==> config.mk <==
export PLATFORM = sky130hd
export DESIGN_NAME = char_lcd_nibble_write_sequencer
export DESIGN_NICKNAME = d
export VERILOG_FILES = /design/src/sv/lcdseq_pkg.sv /design/src/sv/lcdseq_regs.sv /design/src/sv/char_lcd_nibble_write_sequencer.sv
export VERILOG_INCLUDE_DIRS = /design/src /design/src/sv
export SDC_FILE = /design/constraint.sdc
export NUM_CORES = 1
export LEC_CHECK = 0
export ABC_AREA = 1
export BUFFER_PORTS_ARGS = -buffer_cell sky130_fd_sc_hd__buf_2
export CAP_MARGIN = 20
export CORE_MARGIN = 1
export CORE_UTILIZATION = 39
export CTS_CLUSTER_DIAMETER = 30
export DETAILED_ROUTE_END_ITERATION = 10
export GPL_ROUTABILITY_DRIVEN = 0
export GPL_TIMING_DRIVEN = 0
export PLACE_DENSITY_LB_ADDON = 0.2
export SLEW_MARGIN = 20
export SYNTH_ARGS = -nofsm -noshare
export SYNTH_HDL_FRONTEND = slang
export SYNTH_SLANG_ARGS = --single-unit
==> constraint.sdc <==
create_clock -name clk -period 3.4 [get_ports clk]
set_input_delay 0 -clock clk [delete_from_list [all_inputs] [get_ports clk]]
set_output_delay 0 -clock clk [all_outputs]
set_load 0.05 [all_outputs]
==> src/sv/char_lcd_nibble_write_sequencer_assert.svh <==
// Assertion helpers shared by the sequencer RTL.
// Each macro expects clk and rst to be visible where it is used.
`ifndef CHAR_LCD_NIBBLE_WRITE_SEQUENCER_ASSERT_SVH
`define CHAR_LCD_NIBBLE_WRITE_SEQUENCER_ASSERT_SVH

// Same-cycle implication, checked outside reset.
`define LCDSEQ_ASSERT_IMP(label, ante, cons, msg) \
  label: assert property (@(posedge clk) disable iff (rst) (ante) |-> (cons)) \
    else $error(msg);

// Next-cycle implication, checked outside reset.
`define LCDSEQ_ASSERT_NEXT(label, ante, cons, msg) \
  label: assert property (@(posedge clk) disable iff (rst) (ante) |=> (cons)) \
    else $error(msg);

`endif

==> src/sv/lcdseq_pkg.sv <==
`default_nettype none

package lcdseq_pkg;

  // Request kinds carried on the input tuser
  typedef enum logic [1:0] {
    ACT_TICK  = 2'd0,
    ACT_WRITE = 2'd1,
    ACT_POS   = 2'd2,
    ACT_INIT  = 2'd3
  } action_t;

  typedef enum logic [2:0] {
    PH_IDLE     = 3'd0,
    PH_HI       = 3'd1,
    PH_LO_SETUP = 3'd2,
    PH_LO       = 3'd3,
    PH_SETTLE   = 3'd4,
    PH_INIT_NIB = 3'd5,
    PH_LONG     = 3'd6
  } phase_t;

  // Register indexes on the config write channel
  localparam logic [2:0] CFG_PULSE_TICKS     = 3'd0;
  localparam logic [2:0] CFG_SETTLE_TICKS    = 3'd1;
  localparam logic [2:0] CFG_LONG_WAIT_TICKS = 3'd2;
  localparam logic [2:0] CFG_INIT_FUNCTION   = 3'd3;
  localparam logic [2:0] CFG_INIT_DISPLAY    = 3'd4;
  localparam logic [2:0] CFG_SET_ADDR_BASE   = 3'd5;
  localparam logic [2:0] CFG_SECOND_ROW_BASE = 3'd6;

  localparam int CFG_INDEX_W = 3;
  localparam int CFG_DATA_W  = 24;

  // Lone nibble of the wake-up function set (upper half of 0x20)
  localparam logic [3:0] INIT_NIBBLE = 4'h2;

  typedef struct packed {
    logic [19:0] pulse_ticks;
    logic [19:0] settle_ticks;
    logic [23:0] long_wait_ticks;
    logic [7:0]  init_function_word;
    logic [7:0]  init_display_word;
    logic [7:0]  set_address_base;
    logic [6:0]  second_row_base;
  } cfg_t;

  localparam cfg_t CFG_RESET = '{
    pulse_ticks:        20'd1000,
    settle_ticks:       20'd1000,
    long_wait_ticks:    24'd10000,
    init_function_word: 8'h28,
    init_display_word:  8'h0C,
    set_address_base:   8'h80,
    second_row_base:    7'h40
  };

endpackage

`default_nettype wire

==> src/sv/lcdseq_regs.sv <==
`default_nettype none

module lcdseq_regs
  import lcdseq_pkg::*;
(
  input  wire logic                   clk,
  input  wire logic                   rst,
  input  wire logic                   wr_en,
  input  wire logic [CFG_INDEX_W-1:0] wr_index,
  input  wire logic [CFG_DATA_W-1:0]  wr_data,
  output cfg_t                        cfg
);

  cfg_t regs;

  assign cfg = regs;

  always_ff @(posedge clk) begin
    if (rst) begin
      regs <= CFG_RESET;
    end else if (wr_en) begin
      case (wr_index)
        CFG_PULSE_TICKS:     regs.pulse_ticks        <= wr_data[19:0];
        CFG_SETTLE_TICKS:    regs.settle_ticks       <= wr_data[19:0];
        CFG_LONG_WAIT_TICKS: regs.long_wait_ticks    <= wr_data[23:0];
        CFG_INIT_FUNCTION:   regs.init_function_word <= wr_data[7:0];
        CFG_INIT_DISPLAY:    regs.init_display_word  <= wr_data[7:0];
        CFG_SET_ADDR_BASE:   regs.set_address_base   <= wr_data[7:0];
        CFG_SECOND_ROW_BASE: regs.second_row_base    <= wr_data[6:0];
        default: ;  // unused index: write dropped
      endcase
    end
  end

endmodule

`default_nettype wire

==> src/sv/char_lcd_nibble_write_sequencer.sv <==
// Character LCD write sequencer for a 4-bit (D7..D4) bus. Every input request
// is either a tick (the timebase) or a command: write byte, set cursor
// position, or start the init sequence. Commands are taken only while idle;
// a command that arrives busy, or a position with row > 1 or column >=
// COLUMNS, is dropped and flagged in its result. A byte goes out high nibble
// then low nibble, enable high for pulse_ticks ticks each with one low tick
// between, then settle_ticks of quiet. Init sends a lone 0x2 nibble, then
// the function-set and display-on words, each followed by long_wait_ticks.
// Every request yields exactly one result: pin levels, busy and rejected, as
// they stand after the request. Throughput is one request per clock: the
// sequencer state is updated in a single pass as a request is accepted
// (one counter increment and limit compare is the longest path), and the
// result sits in one output register. A new request is taken whenever that
// register is empty or being drained in the same cycle, so a stalled output
// holds off the input after one result. Timing limits saturate at
// 2^COUNT_WIDTH-1; a limit of zero behaves as one. Config writes are taken
// in any cycle (cfg_ready is always high) but are meant for idle periods.
`default_nettype none

`include "char_lcd_nibble_write_sequencer_assert.svh"

module char_lcd_nibble_write_sequencer
  import lcdseq_pkg::*;
#(
  parameter int COLUMNS     = 16,
  parameter int COUNT_WIDTH = 24
) (
  input  wire logic                   clk,
  input  wire logic                   rst,
  // request stream
  input  wire logic                   s_tvalid,
  output logic                        s_tready,
  input  wire logic [23:0]            s_tdata,  // byte_value[7:0], command_flags[15:8],
                                                // row[17:16], column[22:18], zero[23]
  input  wire logic [2:0]             s_tuser,  // action[1:0], rs_select[2]
  // result stream
  output logic                        m_tvalid,
  input  wire logic                   m_tready,
  output logic [7:0]                  m_tdata,  // lcd_rs[0], lcd_en[1], lcd_nibble[5:2],
                                                // busy_res[6], rejected[7]
  // config writes
  input  wire logic                   cfg_valid,
  output logic                        cfg_ready,
  input  wire logic [CFG_INDEX_W-1:0] cfg_index,
  input  wire logic [CFG_DATA_W-1:0]  cfg_data
);

  // Compare width wide enough for both the counter and the 24-bit limits
  localparam int LW = (COUNT_WIDTH > 24) ? COUNT_WIDTH : 24;

  cfg_t cfg;

  assign cfg_ready = 1'b1;

  lcdseq_regs u_regs (
    .clk      (clk),
    .rst      (rst),
    .wr_en    (cfg_valid & cfg_ready),
    .wr_index (cfg_index),
    .wr_data  (cfg_data),
    .cfg      (cfg)
  );

  // ---------------- sequencer state ----------------
  phase_t                 phase, phase_next;
  logic [COUNT_WIDTH-1:0] tick_count, tick_count_next;
  logic [7:0]             shift_byte, shift_byte_next;
  logic                   rs_latch, rs_latch_next;
  logic [1:0]             init_step, init_step_next;
  logic [3:0]             pin_nibble, pin_nibble_next;
  logic                   en_level, en_level_next;

  logic       accept;
  action_t    act;
  logic       rs_sel;
  logic [7:0] byte_value, command_flags;
  logic [1:0] row;
  logic [4:0] column;

  assign accept        = s_tvalid & s_tready;
  assign act           = action_t'(s_tuser[1:0]);
  assign rs_sel        = s_tuser[2];
  assign byte_value    = s_tdata[7:0];
  assign command_flags = s_tdata[15:8];
  assign row           = s_tdata[17:16];
  assign column        = s_tdata[22:18];

  // Output slot is free, or is being emptied this cycle
  assign s_tready = ~m_tvalid | m_tready;

  // Saturating tick counter and limit compares. Once the counter sits at
  // its maximum every phase ends, which covers limits beyond its range.
  logic [COUNT_WIDTH-1:0] cnt_inc;
  logic                   cnt_sat;
  logic                   hit_pulse, hit_settle, hit_long;

  assign cnt_sat    = &tick_count;
  assign cnt_inc    = cnt_sat ? tick_count : tick_count + 1'b1;
  assign hit_pulse  = (LW'(cnt_inc) >= LW'(cfg.pulse_ticks))     || (&cnt_inc);
  assign hit_settle = (LW'(cnt_inc) >= LW'(cfg.settle_ticks))    || (&cnt_inc);
  assign hit_long   = (LW'(cnt_inc) >= LW'(cfg.long_wait_ticks)) || (&cnt_inc);

  // Cursor command: base OR (row base + column), row 0 base is zero
  logic [6:0] row_base;
  logic [7:0] pos_word;
  logic       pos_bad;

  assign row_base = row[0] ? cfg.second_row_base : 7'd0;
  assign pos_word = cfg.set_address_base | (8'(row_base) + 8'(column));
  assign pos_bad  = row[1] || (32'(column) >= 32'(COLUMNS));

  logic       rejected;
  logic       start_byte;
  logic [7:0] start_word;
  logic       start_rs;

  always_comb begin
    phase_next      = phase;
    tick_count_next = tick_count;
    shift_byte_next = shift_byte;
    rs_latch_next   = rs_latch;
    init_step_next  = init_step;
    pin_nibble_next = pin_nibble;
    en_level_next   = en_level;
    rejected        = 1'b0;
    start_byte      = 1'b0;
    start_word      = 8'd0;
    start_rs        = 1'b0;

    if (accept) begin
      if (act == ACT_TICK) begin
        if (phase != PH_IDLE) begin
          tick_count_next = cnt_inc;
          case (phase)
            PH_HI: begin
              if (hit_pulse) begin
                en_level_next   = 1'b0;
                pin_nibble_next = shift_byte[3:0];
                phase_next      = PH_LO_SETUP;
                tick_count_next = '0;
              end
            end
            PH_LO_SETUP: begin
              // one low tick between the two strobes
              en_level_next   = 1'b1;
              phase_next      = PH_LO;
              tick_count_next = '0;
            end
            PH_LO: begin
              if (hit_pulse) begin
                en_level_next   = 1'b0;
                phase_next      = PH_SETTLE;
                tick_count_next = '0;
              end
            end
            PH_SETTLE: begin
              if (hit_settle) begin
                tick_count_next = '0;
                phase_next      = (init_step != 2'd0) ? PH_LONG : PH_IDLE;
              end
            end
            PH_INIT_NIB: begin
              if (hit_pulse) begin
                en_level_next   = 1'b0;
                phase_next      = PH_LONG;
                tick_count_next = '0;
              end
            end
            PH_LONG: begin
              if (hit_long) begin
                if (init_step == 2'd0) begin
                  start_byte     = 1'b1;
                  start_word     = cfg.init_function_word;
                  init_step_next = 2'd1;
                end else if (init_step == 2'd1) begin
                  start_byte     = 1'b1;
                  start_word     = cfg.init_display_word;
                  init_step_next = 2'd2;
                end else begin
                  init_step_next  = 2'd0;
                  tick_count_next = '0;
                  phase_next      = PH_IDLE;
                end
              end
            end
            default: begin
              phase_next      = PH_IDLE;
              tick_count_next = '0;
              en_level_next   = 1'b0;
              init_step_next  = 2'd0;
            end
          endcase
        end
      end else if (phase != PH_IDLE) begin
        rejected = 1'b1;
      end else begin
        case (act)
          ACT_WRITE: begin
            start_byte = 1'b1;
            start_word = rs_sel ? byte_value : (byte_value | command_flags);
            start_rs   = rs_sel;
          end
          ACT_POS: begin
            if (pos_bad) begin
              rejected = 1'b1;
            end else begin
              start_byte = 1'b1;
              start_word = pos_word;
            end
          end
          ACT_INIT: begin
            rs_latch_next   = 1'b0;
            pin_nibble_next = INIT_NIBBLE;
            en_level_next   = 1'b1;
            tick_count_next = '0;
            init_step_next  = 2'd0;
            phase_next      = PH_INIT_NIB;
          end
          default: ;
        endcase
      end

      if (start_byte) begin
        shift_byte_next = start_word;
        rs_latch_next   = start_rs;
        pin_nibble_next = start_word[7:4];
        en_level_next   = 1'b1;
        tick_count_next = '0;
        phase_next      = PH_HI;
      end
    end
  end

  always_ff @(posedge clk) begin
    if (rst) begin
      phase      <= PH_IDLE;
      tick_count <= '0;
      shift_byte <= '0;
      rs_latch   <= 1'b0;
      init_step  <= 2'd0;
      pin_nibble <= '0;
      en_level   <= 1'b0;
    end else begin
      phase      <= phase_next;
      tick_count <= tick_count_next;
      shift_byte <= shift_byte_next;
      rs_latch   <= rs_latch_next;
      init_step  <= init_step_next;
      pin_nibble <= pin_nibble_next;
      en_level   <= en_level_next;
    end
  end

  // ---------------- result register ----------------
  always_ff @(posedge clk) begin
    if (rst) begin
      m_tvalid <= 1'b0;
    end else if (accept) begin
      m_tvalid <= 1'b1;
    end else if (m_tready) begin
      m_tvalid <= 1'b0;
    end
  end

  always_ff @(posedge clk) begin
    if (accept) begin
      m_tdata <= {rejected, phase_next != PH_IDLE, pin_nibble_next,
                  en_level_next, rs_latch_next};
    end
  end

  // ---------------- checks ----------------
  `LCDSEQ_ASSERT_IMP(a_idle_en_low, phase == PH_IDLE, !en_level,
    "enable high while idle")
  `LCDSEQ_ASSERT_IMP(a_init_step_busy, init_step != 2'd0, phase != PH_IDLE,
    "init step left set after sequence ended")
  `LCDSEQ_ASSERT_IMP(a_lo_setup_gap, phase == PH_LO_SETUP,
    !en_level && tick_count == '0, "no low gap between nibble strobes")
  `LCDSEQ_ASSERT_NEXT(a_busy_reject,
    accept && act != ACT_TICK && phase != PH_IDLE,
    m_tvalid && m_tdata[7] && phase == $past(phase),
    "request while busy not rejected")

endmodule

`default_nettype wire
==> results.md, run 1 <==
* Initial antenna violation count at 0
* Max IR drop VDD at 0.000308 V
* Worst Setup Start Kind: register
* Post-Synthesis Cells at 1252
* Die area at 0.0227 mm2
* Final WL at 25800 um
* Fraction of layout cells with a size suffix above 1 at 21.5%
* Vias per cell at 5.18
* CP Capture Type: register
* Post-Place Setup Slack at -834 ps
* DRT iter0 DRCs at 417
* RSZ-0062 raised after global routing: true
* Largest net degree at the start of global routing at 18
* Hold path depth at 6
* Reg2reg path depth at 22
* HPWL after detailed placement at 18400 um
* Synth Net Count at 1386
* Clock skew at 7.52 ps
* Finish-stage setup viols at 1
* Worst Hold End: u_regs.cfg[80]
* Worst setup margin at -8.75 ps
* Clock sink total at 143
* Final Hold Vio Count at 0
* Io pins at 70
* Leakage power at 4.90 nW
* Failing checks: setup timing
* Die Width at 151 um
* Post-route DRC at 0
* Fmax at 0.293 GHz
* Share of the synthesized area in the top cell type at 31.4%
* N_diodes at 0
* CORE AREA at 0.0218 mm2
* Via Count at 8726
* Asr flop ratio synth at 0%
* Slew headroom at 38.6%
* Drt pass-1 iters at 5
* Cell row count at 54
* Die H at 151 um
* Root buf cell: clkbuf_16
* Worst R2R Start: tick_count[4]
* Cell area after synthesis at 0.00862 mm2
* Area delta synth->final at 30.6%
* Max Cap Viol at 0
* Max Root-Sink Buffers at 2
* Synth area leaders: dfxtp_1 (31%), nand2_1 (12%), ha_1 (11%), a21oi_1 (8.4%), inv_1 (6.4%)
* DRT antenna net count at 0
* Critical path type: reg2reg
* Seq/Total Area, Yosys at 34.2%
* Syn avg cell area at 6.88 um2
* Fillcell total at 2125
* Initial core utilization at 39.6%
* Period minus WS final at 3410 ps
* Synthesis-stage register bit count at 143
* Clk_lat worst skew at 430 ps
* Critical R2R Capture: tick_count[0]
* FF-to-FF setup slack at -9 ps
* Final period util at 100%
* CP arrival at 3680 ps
* First-pass GRT wire length at 40200 um
* Number of CTS-inserted buffers at 17
* Worst slew pin tran at 921 ps
* Synth area leader: dfxtp_1
* Vias in the first global route at 7889
* HP Class: in2reg
* Syn. warnings at 0
* Port bufs at 65
* Power density over the cells at 370 mW/mm2
* Worst EP required at 3670 ps
* Status: finished, violations left
* Start point of the worst hold path: cfg_index[1]
* Worst Path Max Fanout at 6
* H-tree depth at 4
* Cell Count Post-Placement at 1597
* Number of flops mapped to enable cells by yosys at 8
* Routed WL per cell at 15.3 um
* CTS tree: built
* Final design utilization at 51.7%
* Final net count at 1524
* Overall global routing resource usage at 22.8%
* Fin cells at 1683
* Main synth FF type: dfxtp_1
* Distinct cell type count after synthesis at 49
* Fin. max-slew vios at 0
* GRT overflow at 0
* Clk slew on worst S/H paths at 60 ps
-- cell families (layout without fill, tap and decap cells) --
kind of cell / Yosys count / after routing / synth area share (%)
adder cells (fa/ha/maj): 75 / 75 / 11.0
AND/OR/NAND/NOR: 539 / 539 / 26.7
flip-flops: 143 / 143 / 34.2
XOR/XNOR: 10 / 10 / 1.02
other: 1 / 1 / 0.0435
buffers and inverters: 196 / 347 / 8.83
AO/OA/AOI/OAI: 288 / 288 / 18.3
-- Yosys cell counts (all sizes together) (9+ instances only) --
cell    number
o21ai      101
nor2       145
dfxtp      135
nand3       80
o211ai      20
nand2      284
inv        149
clkbuf      31
a21oi      144
nand4        9
ha          74
-- worst max-delay path by stage --
stage / start / to / slack, ps / cells after the start
after global routing: tick_count[4] / m_tdata[6] / -160 / 22
after CTS: tick_count[11] / tick_count[5] / 5 / 25
final: tick_count[4] / tick_count[0] / -9 / 22
after floorplan: tick_count[0] / tick_count[20] / 20 / 25
after detailed placement: tick_count[0] / tick_count[19] / -830 / 23
after global placement: tick_count[0] / tick_count[19] / -780 / 23
-- cell usage in the layout, fill, tap and decap left out, types with 31 or more instances in the layout --
master | synthesis | final
dfxtp_1 | 135 | 112
a21oi_1 | 144 | 122
clkbuf_1 | 31 | 31
inv_1 | 148 | 145
buf_2 | 4 | 66
nand2_1 | 273 | 231
o21ai_0 | 99 | 96
nand3_1 | 78 | 56
ha_1 | 74 | 67
nor2_1 | 141 | 124
-- where the power goes --
group | total [mW] | switching (mW) | internal (mW)
Clock | 1.86 | 0.805 | 1.06
Combinational | 0.528 | 0.348 | 0.180
Sequential | 1.77 | 0.0219 | 1.75
Total | 4.16 | 1.17 | 2.99
-- sequential cells by signal (all words and copies together), names as in the netlist --
name	cells
en_level	1
shift_byte	4
tick_count	24
u_regs.cfg	95
pin_nibble	4
m_tvalid	1
phase	3
rs_latch	1
m_tdata	8
init_step	2
-- worst max-delay path, stage by stage, from the launching register on --
cell     delay, ps
dfxtp_2        380
nand2_1        120
nor2_1         190
nand2_1        160
nor2_1         130
nand2_1         70
nand2_1        120
nand2_4        100
ha_1           300
nand4_1         70
inv_1           90
nand4_1        150
buf_4          190
nor4_4         260
a21oi_4        130
nand2_4        110
nand2_4         70
nand2_8        100
nor3_4          50
buf_12         180
buf_8          130
nand3_1         70
a21oi_1         60
-- layout make-up --
type | count | area (um2) | area share, %
clock buffers | 19 | 453 | 4.02
plain buffers | 39 | 221 | 1.97
clock inverters | 13 | 128 | 1.13
flip-flops and latches | 143 | 2980 | 26.4
repair buffers | 119 | 891 | 7.92
multi-input cells | 913 | 5640 | 50.1
well taps | 280 | 350 | 3.11
inverters | 157 | 596 | 5.29
-- per-stage QoR --
stage               setup TNS (ps)  power [mW]  area, um2  hold WS [ps]
CTS                              0        4.14      10400          38.2
global route                 -4000        4.33      11300          84.7
global placement            -28270        2.26       9290           268
finish                       -8.75        4.16      11300          56.0
floorplan                        0        2.11       8620           113
detailed placement          -29900        2.26       9290           275
-- what timing repair did --
item | in CTS | in global routing
hold buffers | 27 | 0
gates cloned | 1 | 3
endpoints found under the setup margin | 46 | 46
endpoints found under the hold margin | 94 | 0
buffers inserted | 9 | 14
resized for setup | 63 | 148
pin swaps | 7 | 40
-- routing by layer --
metal | track usage, % | share of wire, % | up-vias
met2 | 37.6 | 46 | 196
met3 | 3.03 | 3.5 | 46
met1 | 30.9 | 48 | 4064
li1 | - | - | 4420
met4 | 6.35 | 2.1 | 0
met5 | 0 | 0 | -
(Power assumes the default switching activity.)
==> run 2, diff against run 1 <==
- clock period: 3.4 -> 4.2 ns (I/O delays scaled with it)
==> results.md, run 2 (synthesis results as in run 1) <==
* Status: complete, no violations
* Leakage power at 4.63 nW
* Largest register FFs at 95
* Worst Hold End: u_regs.cfg[80]
* Critical path type: reg2reg
* HP Class: in2reg
* Hold path depth at 6
* Area delta synth->final at 18.2%
* Start point of the worst hold path: cfg_index[1]
* Slew headroom at 38.0%
* Reg2reg path depth at 23
* Max Cap Viol at 0
* Buffers & Inverters on Critical Path at 4
* Worst R2R Start: tick_count[0]
* Worst Setup Start Kind: register
* Clock skew at 9.77 ps
* Final Hold Vio Count at 0
* Largest net degree at the start of global routing at 18
* CTS tree: built
* H-tree depth at 4
* Worst Path Max Fanout at 10
* Die H at 151 um
* Worst stage delay on the critical path at 410 ps
* Max IR drop VDD at 0.000267 V
* Most frequent cells in the layout: nand2_1 (272), inv_1 (148), a21oi_1 (143)
* DRT antenna net count at 0
* Max Root-Sink Buffers at 2
* Die Width at 151 um
* Vias in the first global route at 7745
* Io pins at 70
* Period minus WS final at 3900 ps
* Cell Chain, Critical Path: ha_4 > inv_2 > nor2_4 > nand2_4 > nor2_8 > nand2_2 > buf_2 > nand2_1 > ha_1 > nand2_1 > inv_1 > nand3_1 > a31oi_1 > nor2_1 > nand3_1 > a21oi_4 > nand2_4 > nand2_2 > nand2_4 > nor3_4 > buf_4 > nand3_1 > a21oi_1
* Fillcell total at 2293
* Post-Place Setup Slack at -110 ps
* Clk slew on worst S/H paths at 70 ps
* DRT iter0 DRCs at 575
* Port bufs at 65
* Critical R2R Capture: tick_count[22]
* Clk_lat worst skew at 440 ps
* FF-to-FF setup slack at 300 ps
* GRT overflow at 0
* Setup TNS at 0 ps
* Initial core utilization at 39.6%
* Root buf cell: clkbuf_16
* First-pass GRT wire length at 39500 um
* Final WL at 24200 um
* Final net count at 1499
* Finished Cell Area at 0.0102 mm2
* Critical-path top delay cell: dfxtp_2
* N_diodes at 0
* Routed WL per cell at 14.6 um
* Via Count at 8425
* DP Area at 0.00929 mm2
* Die area at 0.0227 mm2
* Number of CTS-inserted buffers at 17
* Vias per cell at 5.08
* Power density over the cells at 325 mW/mm2
* Fmax at 0.256 GHz
* Overall global routing resource usage at 22.4%
* Finish-stage setup viols at 0
* CP Capture Type: register
* RSZ-0062 raised after global routing: false
* Post-route DRC at 0
* Clock sink total at 143
* Worst setup margin at 298 ps
* Drt pass-1 iters at 5
* CP delay by family, top: simple AND/OR/NAND/NOR gates
* Final period util at 92.9%
* Commonest non-fill, non-tap cell in the layout: nand2_1
* Fin. max-slew vios at 0
* CORE AREA at 0.0218 mm2
* Final design utilization at 46.8%
* Worst EP required at 4560 ps
* Worst slew pin tran at 930 ps
* Initial antenna violation count at 0
* HPWL after detailed placement at 18300 um
* CP arrival at 4260 ps
* Cell row count at 54
* Fraction of layout cells with a size suffix above 1 at 10.2%
## run 2: through the flow
step	cells	hold WS, ps	total power, mW
5_1_grt	1658	95.0	3.45
4_1_cts	1656	45.9	3.33
2_1_floorplan	1252	113	1.71
3_5_place_dp	1597	268	1.83
3_3_place_gp	1597	269	1.83
6_report	1658	49.7	3.30
## run 2: worst register-to-register path, cell delays in order, from the launching register on
cell,delay (ps)
dfxtp_2,410
ha_4,210
inv_2,50
nor2_4,190
nand2_4,100
nor2_8,150
nand2_2,100
buf_2,210
nand2_1,230
ha_1,290
nand2_1,70
inv_1,60
nand3_1,60
a31oi_1,70
nor2_1,220
nand3_1,160
a21oi_4,190
nand2_4,120
nand2_2,90
nand2_4,100
nor3_4,290
buf_4,240
nand3_1,110
a21oi_1,130
## run 2: area by class of cell
type                       instances  area [um2]  share of cell area (%)
sequential                       143        2950                    28.9
tap                              280         350                    3.44
multi-input combinational        913        4940                    48.5
inverter                         157         591                    5.80
buffer                            39         175                    1.72
clock buffer                      17         425                    4.18
clock inverter                    15         143                    1.40
timing repair buffer              94         611                    6.00
## run 2: per-layer routing
| layer | wire length [um] | part of all wire, % | vias to the layer above | GRT usage [%] |
|---|---|---|---|---|
| li1 | - | - | 4371 | - |
| met1 | 11800 | 49 | 3864 | 30.7 |
| met2 | 11100 | 46 | 164 | 36.1 |
| met3 | 974 | 4.0 | 26 | 4.06 |
| met4 | 355 | 1.5 | 0 | 6.05 |
| met5 | 0 | 0 | - | 0 |
## run 2: where the power goes
group	total, mW	leakage [nW]	switching [mW]	internal, mW
clock	1.48	0.279	0.693	0.786
sequential	1.44	1.18	0.0178	1.42
combinational	0.390	3.17	0.261	0.129
## run 2: worst max path at each step
stage                        startpoint             end  slack [ps]  cells after the start
after CTS                 tick_count[0]  tick_count[22]          70                     29
after global routing      tick_count[0]   tick_count[0]          10                     23
after floorplan           tick_count[0]  tick_count[20]         790                     25
final                     tick_count[0]  tick_count[22]         300                     23
after detailed placement  tick_count[0]  tick_count[22]        -110                     23
after global placement    tick_count[0]  tick_count[22]         -80                     23
## run 2: timing repair
item | CTS | global route
endpoints found under the hold margin | 98 | 0
pin swaps | 0 | 1
endpoints found under the setup margin | 20 | 29
gates resized for setup | 2 | 8
hold buffers | 27 | 0
setup buffers | 0 | 2
cloned | 0 | 0
